--- src/design/fez_pkg.sv ---
`timescale 1ns / 1ps

package fez_pkg;

    // Longest frame; a frame is closed here if no last flag has come.
    localparam int FRAME_SAMPLES = 256;

    localparam int SAMPLE_W  = 16;
    localparam int DEV_W     = SAMPLE_W + 1;
    localparam int ENERGY_W  = 32;
    localparam int ZC_W      = 8;

    // Sample count must hold FRAME_SAMPLES itself.
    localparam int COUNT_W   = $clog2(FRAME_SAMPLES + 1);
    // Frame energy sum: FRAME_SAMPLES squares of up to 32 bits.
    localparam int SUM_W     = ENERGY_W + $clog2(FRAME_SAMPLES);
    // Sign change sum: at most 2 per sample pair.
    localparam int SC_W      = $clog2(2 * FRAME_SAMPLES);
    // Divider step counter, one quotient bit per cycle.
    localparam int DIV_CNT_W = $clog2(SUM_W);

    localparam int IN_TDATA_W  = 16;
    localparam int OUT_TDATA_W = 72;

    // Commands from the controller to the datapath.
    typedef struct packed {
        logic load_in;
        logic calc_dev;
        logic calc_sq;
        logic accum;
        logic div_step;
        logic out_load;
    } fez_cmd_t;

    // Status from the datapath to the controller.
    typedef struct packed {
        logic frame_end;
    } fez_status_t;

endpackage

--- src/design/fez_ctrl.sv ---
`timescale 1ns / 1ps

module fez_ctrl
    import fez_pkg::*;
(
    input  logic        aclk,
    input  logic        aresetn,
    input  logic        s_tvalid,
    output logic        s_tready,
    output logic        m_tvalid,
    input  logic        m_tready,
    input  fez_status_t status,
    output fez_cmd_t    cmd
);

    localparam logic [2:0] ST_IDLE = 3'd0;
    localparam logic [2:0] ST_DEV  = 3'd1;
    localparam logic [2:0] ST_SQ   = 3'd2;
    localparam logic [2:0] ST_ACC  = 3'd3;
    localparam logic [2:0] ST_DIV  = 3'd4;
    localparam logic [2:0] ST_DONE = 3'd5;

    logic [2:0]           state_reg, state_next;
    logic [DIV_CNT_W-1:0] div_cnt_reg, div_cnt_next;
    logic                 out_valid_reg, out_valid_next;
    logic                 out_free;

    assign out_free = !out_valid_reg || m_tready;
    assign s_tready = (state_reg == ST_IDLE);
    assign m_tvalid = out_valid_reg;

    // Sequencer: one sample per pass, then a divide at frame end.
    always_comb begin
        state_next   = state_reg;
        div_cnt_next = div_cnt_reg;
        cmd          = '0;
        unique case (state_reg)
            ST_IDLE: begin
                if (s_tvalid) begin
                    cmd.load_in = 1'b1;
                    state_next  = ST_DEV;
                end
            end
            ST_DEV: begin
                cmd.calc_dev = 1'b1;
                state_next   = ST_SQ;
            end
            ST_SQ: begin
                cmd.calc_sq = 1'b1;
                state_next  = ST_ACC;
            end
            ST_ACC: begin
                cmd.accum = 1'b1;
                if (status.frame_end) begin
                    div_cnt_next = DIV_CNT_W'(SUM_W - 1);
                    state_next   = ST_DIV;
                end else begin
                    state_next = ST_IDLE;
                end
            end
            ST_DIV: begin
                cmd.div_step = 1'b1;
                if (div_cnt_reg == '0) begin
                    state_next = ST_DONE;
                end else begin
                    div_cnt_next = div_cnt_reg - 1'b1;
                end
            end
            ST_DONE: begin
                if (out_free) begin
                    cmd.out_load = 1'b1;
                    state_next   = ST_IDLE;
                end
            end
            default: begin
                state_next = ST_IDLE;
            end
        endcase
    end

    // Output valid flag: set on load, cleared when the request is taken.
    always_comb begin
        out_valid_next = out_valid_reg;
        if (cmd.out_load) begin
            out_valid_next = 1'b1;
        end else if (m_tready) begin
            out_valid_next = 1'b0;
        end
    end

    always_ff @(posedge aclk) begin
        if (!aresetn) begin
            state_reg     <= ST_IDLE;
            div_cnt_reg   <= '0;
            out_valid_reg <= 1'b0;
        end else begin
            state_reg     <= state_next;
            div_cnt_reg   <= div_cnt_next;
            out_valid_reg <= out_valid_next;
        end
    end

endmodule

--- src/design/fez_datapath.sv ---
`timescale 1ns / 1ps

module fez_datapath
    import fez_pkg::*;
(
    input  logic                   aclk,
    input  logic                   aresetn,
    input  logic                   cfg_wen,
    input  logic [SAMPLE_W-1:0]    cfg_wdata,
    input  logic [IN_TDATA_W-1:0]  s_tdata,
    input  logic                   s_tlast,
    output logic [OUT_TDATA_W-1:0] m_tdata,
    input  fez_cmd_t               cmd,
    output fez_status_t            status
);

    logic signed [SAMPLE_W-1:0] dc_offset_reg;

    logic signed [SAMPLE_W-1:0] sample_reg;
    logic                       last_reg;
    logic [SAMPLE_W-1:0]        mag_reg;
    logic [1:0]                 sign_reg;
    logic [ENERGY_W-1:0]        sq_reg;

    logic [SUM_W-1:0]    sum_reg;
    logic [COUNT_W-1:0]  count_reg;
    logic [1:0]          prev_sign_reg;
    logic [SC_W-1:0]     sc_reg;
    logic [ENERGY_W-1:0] peak_reg;

    logic [SUM_W-1:0]    quot_reg;
    logic [COUNT_W-1:0]  divisor_reg;
    logic [COUNT_W-1:0]  rem_reg;
    logic [ZC_W-1:0]     zc_frame_reg;
    logic [ENERGY_W-1:0] peak_frame_reg;

    logic [ENERGY_W-1:0] mean_out_reg;
    logic [ZC_W-1:0]     zc_out_reg;
    logic [ENERGY_W-1:0] peak_out_reg;

    logic signed [DEV_W-1:0] dev;
    logic [DEV_W-1:0]        dev_neg;
    logic [SUM_W-1:0]        sum_plus;
    logic [COUNT_W-1:0]      count_plus;
    logic signed [2:0]       sign_diff;
    logic [1:0]              sign_abs;
    logic [SC_W-1:0]         sc_plus;
    logic [SC_W-2:0]         sc_half;
    logic [ENERGY_W-1:0]     peak_plus;
    logic [ZC_W-1:0]         zc_sat;
    logic [COUNT_W:0]        rem_shift;
    logic [COUNT_W:0]        rem_diff;
    logic                    quot_bit;

    // Deviation from the zero level and its magnitude.
    assign dev     = DEV_W'(sample_reg) - DEV_W'(dc_offset_reg);
    assign dev_neg = -dev;

    // Per-sample accumulation terms.
    assign sum_plus   = sum_reg + SUM_W'(sq_reg);
    assign count_plus = count_reg + 1'b1;
    assign sign_diff  = {sign_reg[1], sign_reg} - {prev_sign_reg[1], prev_sign_reg};
    assign sign_abs   = sign_diff[2] ? 2'((-sign_diff)) : sign_diff[1:0];
    assign sc_plus    = (count_reg != '0) ? sc_reg + SC_W'(sign_abs) : sc_reg;
    assign sc_half    = sc_plus[SC_W-1:1];
    assign zc_sat     = (sc_half > (SC_W-1)'(255)) ? 8'hFF : ZC_W'(sc_half);
    assign peak_plus  = (sq_reg > peak_reg) ? sq_reg : peak_reg;

    assign status.frame_end = last_reg ||
                              (count_plus >= COUNT_W'(FRAME_SAMPLES));

    // Restoring divide step: one quotient bit per cycle, MSB first.
    assign rem_shift = {rem_reg, quot_reg[SUM_W-1]};
    assign rem_diff  = rem_shift - {1'b0, divisor_reg};
    assign quot_bit  = (rem_shift >= {1'b0, divisor_reg});

    // Configuration register.
    always_ff @(posedge aclk) begin
        if (!aresetn) begin
            dc_offset_reg <= '0;
        end else if (cfg_wen) begin
            dc_offset_reg <= cfg_wdata;
        end
    end

    // Input capture, deviation and square stages.
    always_ff @(posedge aclk) begin
        if (cmd.load_in) begin
            sample_reg <= s_tdata[SAMPLE_W-1:0];
            last_reg   <= s_tlast;
        end
        if (cmd.calc_dev) begin
            mag_reg  <= dev[DEV_W-1] ? dev_neg[SAMPLE_W-1:0] : dev[SAMPLE_W-1:0];
            sign_reg <= dev[DEV_W-1] ? 2'b11 : ((dev != '0) ? 2'b01 : 2'b00);
        end
        if (cmd.calc_sq) begin
            sq_reg <= ENERGY_W'(mag_reg) * ENERGY_W'(mag_reg);
        end
    end

    // Frame accumulators and running peak.
    always_ff @(posedge aclk) begin
        if (!aresetn) begin
            sum_reg       <= '0;
            count_reg     <= '0;
            prev_sign_reg <= '0;
            sc_reg        <= '0;
            peak_reg      <= '0;
        end else if (cmd.accum) begin
            peak_reg <= peak_plus;
            if (status.frame_end) begin
                sum_reg       <= '0;
                count_reg     <= '0;
                prev_sign_reg <= '0;
                sc_reg        <= '0;
            end else begin
                sum_reg       <= sum_plus;
                count_reg     <= count_plus;
                prev_sign_reg <= sign_reg;
                sc_reg        <= sc_plus;
            end
        end
    end

    // Divider operands are loaded at frame end and stepped afterward.
    always_ff @(posedge aclk) begin
        if (cmd.accum && status.frame_end) begin
            quot_reg       <= sum_plus;
            divisor_reg    <= count_plus;
            rem_reg        <= '0;
            zc_frame_reg   <= zc_sat;
            peak_frame_reg <= peak_plus;
        end else if (cmd.div_step) begin
            quot_reg <= {quot_reg[SUM_W-2:0], quot_bit};
            rem_reg  <= quot_bit ? rem_diff[COUNT_W-1:0] : rem_shift[COUNT_W-1:0];
        end
    end

    // Output register.
    always_ff @(posedge aclk) begin
        if (cmd.out_load) begin
            mean_out_reg <= quot_reg[ENERGY_W-1:0];
            zc_out_reg   <= zc_frame_reg;
            peak_out_reg <= peak_frame_reg;
        end
    end

    assign m_tdata = {peak_out_reg, zc_out_reg, mean_out_reg};

endmodule

--- src/design/frame_energy_zero_cross_core.sv ---
`timescale 1ns / 1ps

// Channel   Direction  Signals                           Payload
// s_        in         s_tvalid s_tready s_tdata s_tlast  sample, last_in_frame
// m_        out        m_tvalid m_tready m_tdata          mean, crossings, peak
// cfg_      in         cfg_wen cfg_wdata                  dc_offset
//
// Each sample goes through capture, deviation, square and accumulate in turn.
// A sample that ends a frame adds a 1-bit-per-cycle restoring divide of
// SUM_W quotient bits (40 at 256 samples), then a load of the output register.
// Reset is synchronous and active low; it clears the offset, peak and frame state.
// A result waiting on m_tready holds only the next frame's final load; samples
// of the next frame are taken meanwhile.

module frame_energy_zero_cross_core
    import fez_pkg::*;
(
    input  logic                   aclk,
    input  logic                   aresetn,
    input  logic                   cfg_wen,
    input  logic [SAMPLE_W-1:0]    cfg_wdata,
    input  logic                   s_tvalid,
    output logic                   s_tready,
    input  logic [IN_TDATA_W-1:0]  s_tdata,    // [15:0] sample
    input  logic                   s_tlast,
    output logic                   m_tvalid,
    input  logic                   m_tready,
    output logic [OUT_TDATA_W-1:0] m_tdata     // [31:0] mean_energy,
                                               // [39:32] zero_crossings,
                                               // [71:40] peak_energy
);

    fez_cmd_t    cmd;
    fez_status_t status;

    fez_ctrl u_ctrl (
        .aclk     (aclk),
        .aresetn  (aresetn),
        .s_tvalid (s_tvalid),
        .s_tready (s_tready),
        .m_tvalid (m_tvalid),
        .m_tready (m_tready),
        .status   (status),
        .cmd      (cmd)
    );

    fez_datapath u_datapath (
        .aclk      (aclk),
        .aresetn   (aresetn),
        .cfg_wen   (cfg_wen),
        .cfg_wdata (cfg_wdata),
        .s_tdata   (s_tdata),
        .s_tlast   (s_tlast),
        .m_tdata   (m_tdata),
        .cmd       (cmd),
        .status    (status)
    );

    // The output register is never overwritten while a result waits.
    assert property (@(posedge aclk) disable iff (!aresetn)
        cmd.out_load |-> (!m_tvalid || m_tready))
        else $error("output register loaded over a pending result");

    // A loaded result is presented in the next cycle.
    assert property (@(posedge aclk) disable iff (!aresetn)
        cmd.out_load |=> m_tvalid)
        else $error("loaded result not presented");

    // Only one sample is in work at a time.
    assert property (@(posedge aclk) disable iff (!aresetn)
        (s_tvalid && s_tready) |=> !s_tready)
        else $error("second sample accepted during processing");

    // No sample is taken while the divider runs.
    assert property (@(posedge aclk) disable iff (!aresetn)
        !(cmd.div_step && s_tready))
        else $error("input ready during division");

endmodule
--- config.mk ---
export PLATFORM = sky130hd
export DESIGN_NAME = frame_energy_zero_cross_core
export DESIGN_NICKNAME = d
export VERILOG_FILES = /design/src/design/fez_pkg.sv /design/src/design/fez_ctrl.sv /design/src/design/fez_datapath.sv /design/src/design/frame_energy_zero_cross_core.sv
export SDC_FILE = /design/constraint.sdc
export NUM_CORES = 1
export LEC_CHECK = 0
export BUFFER_PORTS_ARGS = -buffer_cell sky130_fd_sc_hd__buf_2
export CORE_ASPECT_RATIO = 1.1
export CORE_UTILIZATION = 40
export CTS_CLUSTER_DIAMETER = 60
export DETAILED_ROUTE_END_ITERATION = 10
export GPL_TIMING_DRIVEN = 1
export PLACE_DENSITY = 0.61
export SYNTH_ARGS = -nofsm -noshare
export SYNTH_HDL_FRONTEND = slang
export SYNTH_SLANG_ARGS = --single-unit
--- constraint.sdc ---
create_clock -name aclk -period 10.4 [get_ports aclk]
set_input_delay 3.12 -clock aclk [delete_from_list [all_inputs] [get_ports aclk]]
set_output_delay 3.12 -clock aclk [all_outputs]
set_load 0.01 [all_outputs]
==> results of run 1 <==
[routing by layer]
metal	wire length (um)	GRT usage, %	vias to the layer above
met5	0	0	-
met4	1373	5.737	0
met3	1885	2.403	84
met2	27520	32.89	288
met1	23650	22.39	8161
li1	-	-	8272
[kinds of logic (layout without fill, tap and decap cells)]
| kind of cell | count (synthesis) | count (layout) | synth area share (%) |
|---|---|---|---|
| adders and majority gates | 365 | 365 | 24.18 |
| xor gates and xnor gates | 121 | 121 | 4.396 |
| AOI/OAI and AO/OA | 424 | 424 | 10.72 |
| and+or+nand+nor | 657 | 657 | 12.92 |
| buffers and inverters | 437 | 552 | 6.830 |
| DFF | 354 | 354 | 38.82 |
| muxes | 51 | 51 | 2.133 |
[area by class of cell]
class                   count  area share (%)
repair buffers            125           2.464
multi-input cells        1618           48.97
flip-flops and latches    354           34.91
clock inverters            25          0.9986
inverters                 351           4.919
well taps                 768           3.584
clock buffers              51           4.158
[synthesized netlist by cell type, types with 4 or more instances]
| master | instances | area share [%] |
|---|---|---|
| nor2_1 | 152 | 2.4 |
| o21ai_0 | 138 | 2.9 |
| mux2i_1 | 48 | 2.0 |
| o21a_1 | 10 | 0.31 |
| and3_1 | 15 | 0.39 |
| ha_1 | 197 | 10 |
| o221ai_1 | 4 | 0.15 |
| a211oi_1 | 12 | 0.37 |
| xor2_1 | 47 | 1.7 |
| a211o_1 | 6 | 0.22 |
| buf_1 | 4 | 0.062 |
| nor4_1 | 7 | 0.18 |
| nand4b_1 | 5 | 0.18 |
| clkbuf_1 | 78 | 1.2 |
| a21oi_1 | 110 | 2.3 |
| a31oi_1 | 13 | 0.34 |
| o21ai_1 | 21 | 0.44 |
| o211ai_1 | 15 | 0.47 |
| o31ai_1 | 6 | 0.19 |
| nor3_1 | 24 | 0.50 |
| edfxtp_1 | 227 | 28 |
| nor3b_1 | 5 | 0.16 |
| nor2b_1 | 21 | 0.54 |
| or4_1 | 4 | 0.12 |
| o21bai_1 | 7 | 0.22 |
| a22oi_1 | 5 | 0.16 |
| or3_1 | 8 | 0.21 |
| nand2_1 | 234 | 3.6 |
| and2_1 | 69 | 1.8 |
| dfxtp_1 | 127 | 11 |
| nand3_1 | 58 | 1.2 |
| buf_2 | 4 | 0.083 |
| nand2b_1 | 12 | 0.31 |
| a21o_1 | 43 | 1.3 |
| xnor2_1 | 74 | 2.7 |
| nand4_1 | 22 | 0.57 |
| fa_1 | 168 | 14 |
| nand3b_1 | 4 | 0.12 |
| inv_1 | 350 | 5.4 |
[critical path, stage by stage (launching register included)]
cell and delay [ns]:
edfxtp_1 0.75, and2_1 0.26, inv_1 0.07, fa_1 0.50, inv_1 0.05, fa_1 0.51, inv_1 0.06, fa_1 0.47
inv_1 0.06, fa_1 0.50, fa_1 0.54, inv_1 0.06, fa_1 0.53, inv_1 0.04, ha_1 0.37, nand3_1 0.12
or3_1 0.32, o31ai_2 0.23, a211oi_2 0.10, o2bb2ai_2 0.16, or4_4 0.56, a211oi_2 0.22, a211oi_2 0.07, xnor2_1 0.13
[worst min-delay path by stage]
stage | start | end | slack (ns) | cells past startpoint
CTS | u_datapath.peak_frame_reg[11]$_DFFE_PP_ | u_datapath.peak_out_reg[11]$_DFFE_PP_ | 0.42 | 0
finish | u_datapath.peak_frame_reg[11]$_DFFE_PP_ | u_datapath.peak_out_reg[11]$_DFFE_PP_ | 0.41 | 0
detailed placement | u_datapath.peak_frame_reg[11]$_DFFE_PP_ | u_datapath.peak_out_reg[11]$_DFFE_PP_ | 0.40 | 0
global route | u_datapath.peak_frame_reg[11]$_DFFE_PP_ | u_datapath.peak_out_reg[11]$_DFFE_PP_ | 0.42 | 0
floorplan | u_datapath.peak_frame_reg[0]$_DFFE_PP_ | u_datapath.peak_out_reg[0]$_DFFE_PP_ | 0.40 | 0
global placement | u_datapath.peak_frame_reg[4]$_DFFE_PP_ | u_datapath.peak_out_reg[4]$_DFFE_PP_ | 0.41 | 0
[stage by stage]
step	hold WS, ns	instance area [um2]	util, %	instances
after floorplan	0.4003	24110	-	2409
after global placement	0.4060	25430	42.56	3216
after detailed placement	0.4045	25430	42.56	3216
after CTS	0.4176	26810	44.88	3292
after global routing	0.4192	26810	44.88	3292
final	0.4146	26810	44.88	3292
[cells in the final DEF, fill, tap and decap left out, drive strengths merged, types with 110 or more instances in the layout]
cell    count
ha        197
nor2      152
buf       125
nand2     235
dfxtp     127
o21ai     159
a21oi     110
inv       354
edfxtp    227
fa        168
==> flow_metrics.env, run 1 <==
export IMPL_synth_seq_cells=354
export IMPL_yosysSeqAreaShare_pct=38.82
export IMPL_synth_warnings=0
export IMPL_setup_viol=0
export IMPL_cts_root_buf="clkbuf_16"
export IMPL_finalHoldViolCount=0
export IMPL_reg2reg_from="u_datapath.mag_reg[5]$_DFFE_PP_"
export IMPL_io_pin_count=112
export IMPL_worstPathMaxFanout=17
export IMPL_drcViolationCount=0
export IMPL_grt_usage_pct=18.20
export IMPL_synth_enable_flop_cells=227
export IMPL_rsz0062_at_grt="false"
export IMPL_tightest_slew_ns=1.165
export IMPL_max_cap_viol_count=0
export IMPL_fillers=5627
export IMPL_cp_data_arrival_time_ns=7.25
export IMPL_endpoint_kind="flop"
export IMPL_clk_latency_ns=0.58
export IMPL_dp_hpwl_mm=42.09
export IMPL_max_slew_margin_pct=22.07
export IMPL_area_growth_pct=11.22
export IMPL_die_area_mm2=0.06125
export IMPL_die_h_um=259.5
export IMPL_clockBufferDepth=3
export IMPL_clock_sinks=354
export IMPL_rows=94
export IMPL_avgSynthCellArea_um2=10.01
export IMPL_fin_setup_tns_ns=0
export IMPL_min_period_ns=6.963
export IMPL_syn_nets=2812
export IMPL_drt_wl_total_mm=54.43
export IMPL_cp_required_ns=10.69
export IMPL_die_width_um=236.1
export IMPL_cts_resized_gates=0
export IMPL_multi_input_area_mm2=0.01313
export IMPL_yosys_cell_types_count=71
export IMPL_hold_buffers=0
export IMPL_syn_inst=2409
export IMPL_vias=16810
export IMPL_antenna_cells=0
export IMPL_vias_per_cell=5.105
export IMPL_endpoint="u_datapath.sq_reg[30]$_DFFE_PP_"
export IMPL_worstRegToRegCells=23
export IMPL_route_antenna_remaining_nets=0
export IMPL_grt_pass1_vias=17380
export IMPL_async_flop_share_pct=0
export IMPL_setup_ws_ns=3.437
export IMPL_grt_max_degree=66
export IMPL_rrSetupSlack_ns=3.44
export IMPL_synth_area_mm2=0.02411
export IMPL_start_util_pct=40.35
export IMPL_cp_start_kind="flop"
export IMPL_coreArea_mm2=0.05975
export IMPL_clkTransAtPathRegs_ns=0.06
export IMPL_status="complete, no violations"
export IMPL_grt_pass1_wl_mm=89.51
export IMPL_drive_above_1_share_pct=8.875
export IMPL_numCtsBuffers=41
export IMPL_wire_per_inst_um=16.53
export IMPL_timing_worst_setup_path_type="flop to flop"
export IMPL_seq_area_mm2=0.009359
export IMPL_worst_hold_path_type="flop to flop"
export IMPL_regToRegEndpoint="u_datapath.sq_reg[30]$_DFFE_PP_"
export IMPL_fin_crit_sh_pct=66.95
export IMPL_gp_congestion=0.8739
export IMPL_ys_flop_type="edfxtp_1"
export IMPL_post_cts_buffers=0
export IMPL_dr_pass1_iters=5
export IMPL_drv_slew=0
export IMPL_fin_skew_ns=0.04090
export IMPL_antenna_found_initial=0
export IMPL_h_tree_depth=2
export IMPL_crit_path_start="u_datapath.mag_reg[5]$_DFFE_PP_"
export IMPL_fmax_mhz=143.6
export IMPL_cts_tree="built"
export IMPL_final_nets=2894
export IMPL_grt_overflow=0
export IMPL_pre_cts_ws_ns=3.476
export IMPL_drtIter0Drc=990
export IMPL_numPortBuffers=111
Power of run 1 is left out: the tool's default activity adds up to more than one toggle a clock period on the data nets, which glitch-free logic cannot reach.
==> run 2, diff against run 1 <==
--- a/config.mk
+++ b/config.mk
@@ -11,7 +11,7 @@
 export CTS_CLUSTER_DIAMETER = 60
 export DETAILED_ROUTE_END_ITERATION = 10
 export GPL_TIMING_DRIVEN = 1
-export PLACE_DENSITY = 0.61
+export PLACE_DENSITY = 0.63
 export SYNTH_ARGS = -nofsm -noshare
 export SYNTH_HDL_FRONTEND = slang
 export SYNTH_SLANG_ARGS = --single-unit
==> constraint.sdc (replaced) <==
create_clock -name aclk -period 5.6 [get_ports aclk]
set_input_delay 1.68 -clock aclk [delete_from_list [all_inputs] [get_ports aclk]]
set_output_delay 1.68 -clock aclk [all_outputs]
set_load 0.01 [all_outputs]
==> flow_metrics.env, run 2 (synthesis results as in run 1) <==
export IMPL_status="finished, violations left"
export IMPL_failed_checks="setup timing"
export IMPL_finalCoreUtilization_pct=47.84
export IMPL_cts_tree="built"
export IMPL_worstPathMaxFanout=6
export IMPL_fillers=5499
export IMPL_start_util_pct=40.35
export IMPL_clock_sinks=354
export IMPL_rsz0062_at_grt="true"
export IMPL_cp_slowest_stage_delay_ns=0.55
export IMPL_rows=94
export IMPL_cp_data_arrival_time_ns=6.60
export IMPL_cp_required_ns=5.91
export IMPL_gp_congestion=0.8426
export IMPL_fin_skew_ns=0.02926
export IMPL_grt_overflow=0
export IMPL_drt_wl_total_mm=56.04
export IMPL_endpoint_kind="flop"
export IMPL_crit_path_start="u_datapath.mag_reg[5]$_DFFE_PP_"
export IMPL_coreArea_mm2=0.05975
export IMPL_antenna_cells=0
export IMPL_cp_start_kind="flop"
export IMPL_hold_end="u_datapath.peak_out_reg[23]$_DFFE_PP_"
export IMPL_clkTransAtPathRegs_ns=0.06
export IMPL_worstPathCellList="buf_6, nand2_2, inv_1, fa_1, inv_2, fa_1, inv_1, fa_2, fa_2, fa_1, inv_1, fa_1, inv_2, ha_4, nand3_2, or3_1, o31ai_2, a211oi_2, o2bb2ai_2, or4_4, a211oi_2, a211oi_2, xnor2_1"
export IMPL_timing_worst_setup_path_type="flop to flop"
export IMPL_grt_usage_pct=18.43
export IMPL_cp_top_family="adder cells"
export IMPL_holdWs_ns=0.4147
export IMPL_clockBufferDepth=3
export IMPL_final_nets=3063
export IMPL_clk_latency_ns=0.58
export IMPL_antenna_found_initial=0
export IMPL_dp_hpwl_mm=43.32
export IMPL_min_period_ns=6.288
export IMPL_cp_slowest_cell="fa_2"
export IMPL_numPortBuffers=111
export IMPL_worst_hold_path_type="flop to flop"
export IMPL_path_buf_inv=6
export IMPL_cpMostUsedCell="fa_1"
export IMPL_vias_per_cell=5.074
export IMPL_area_growth_pct=18.57
export IMPL_max_slew_margin_pct=22.10
export IMPL_tightest_slew_ns=1.164
export IMPL_die_width_um=236.1
export IMPL_vias=17560
export IMPL_hp_start="u_datapath.peak_frame_reg[23]$_DFFE_PP_"
export IMPL_whs_path_depth=0
export IMPL_max_cap_viol_count=0
export IMPL_die_area_mm2=0.06125
export IMPL_rrSetupSlack_ns=-0.69
export IMPL_regToRegEndpoint="u_datapath.sq_reg[30]$_DFFE_PP_"
export IMPL_drtIter0Drc=802
export IMPL_setup_ws_ns=-0.6876
export IMPL_fin_crit_sh_pct=112.3
export IMPL_io_pin_count=112
export IMPL_grt_pass1_vias=18360
export IMPL_dr_pass1_iters=5
export IMPL_drv_slew=0
export IMPL_grt_pass1_wl_mm=91.65
export IMPL_reg2reg_from="u_datapath.mag_reg[5]$_DFFE_PP_"
export IMPL_setup_viol=18
export IMPL_h_tree_depth=2
export IMPL_drcViolationCount=0
export IMPL_finalHoldViolCount=0
export IMPL_grt_max_degree=64
export IMPL_die_h_um=259.5
export IMPL_layout_commonest_cell="inv_1"
export IMPL_fmax_mhz=159.0
export IMPL_cts_root_buf="clkbuf_16"
export IMPL_drive_above_1_share_pct=17.90
export IMPL_wire_per_inst_um=16.19
export IMPL_numCtsBuffers=41
export IMPL_worstRegToRegCells=23
export IMPL_final_cell_mix="329 x inv_1, 227 x edfxtp_1, 213 x nand2_1"
export IMPL_route_antenna_remaining_nets=0
export IMPL_pre_cts_ws_ns=-0.7636
[run 2: cell types whose count changed in the layout (fill, tap and decap cells not counted), sizes merged]
cell,before,now
buf,125,293
inv,354,358
clkinv,11,13
bufinv,3,1
clkinvlp,8,1
clkbuf,51,55
[run 2: layout make-up]
type | count | area, um2 | share of cell area (%)
multi-input cells | 1618 | 13550 | 47.41
flip-flops and latches | 354 | 9359 | 32.74
repair buffers | 294 | 2053 | 7.183
inverters | 351 | 1319 | 4.614
clock buffers | 54 | 1137 | 3.979
well taps | 768 | 960.9 | 3.362
clock inverters | 22 | 203.9 | 0.7135
[run 2: worst max-delay path by stage]
stage / end / depth (start not counted) / slack, ns
after global routing: u_datapath.sq_reg[30]$_DFFE_PP_ / 23 / -0.89
after detailed placement: u_datapath.sq_reg[30]$_DFFE_PP_ / 19 / -0.76
after global placement: u_datapath.sq_reg[30]$_DFFE_PP_ / 23 / -0.67
after CTS: u_datapath.sq_reg[30]$_DFFE_PP_ / 21 / -0.65
final: u_datapath.sq_reg[30]$_DFFE_PP_ / 23 / -0.69
after floorplan: u_datapath.sq_reg[30]$_DFFE_PP_ / 25 / -0.56
[run 2: metrics by stage]
| step | instance area [um2] | instances | setup TNS, ns |
|---|---|---|---|
| detailed placement | 26580 | 3343 | -7.085 |
| floorplan | 24400 | 2409 | -1.274 |
| global route | 28580 | 3461 | -10.35 |
| finish | 28580 | 3461 | -5.200 |
| CTS | 28400 | 3449 | -5.402 |
| global placement | 26580 | 3343 | -6.031 |
[run 2: what timing repair did]
item / in CTS / in global routing
resized for setup: 70 / 27
pin swaps: 67 / 39
hold endpoints to repair: 0 / 0
hold buffers: 0 / 0
setup buffers: 32 / 12
endpoints found under the setup margin: 19 / 21
[run 2: metal layers]
metal | track usage [%] | share of wire [%]
met5 | 0 | 0
met4 | 5.882 | 2.5
met3 | 2.329 | 3.1
met2 | 34.05 | 51
met1 | 22.10 | 43
Power of run 2 is left out for the same reason.
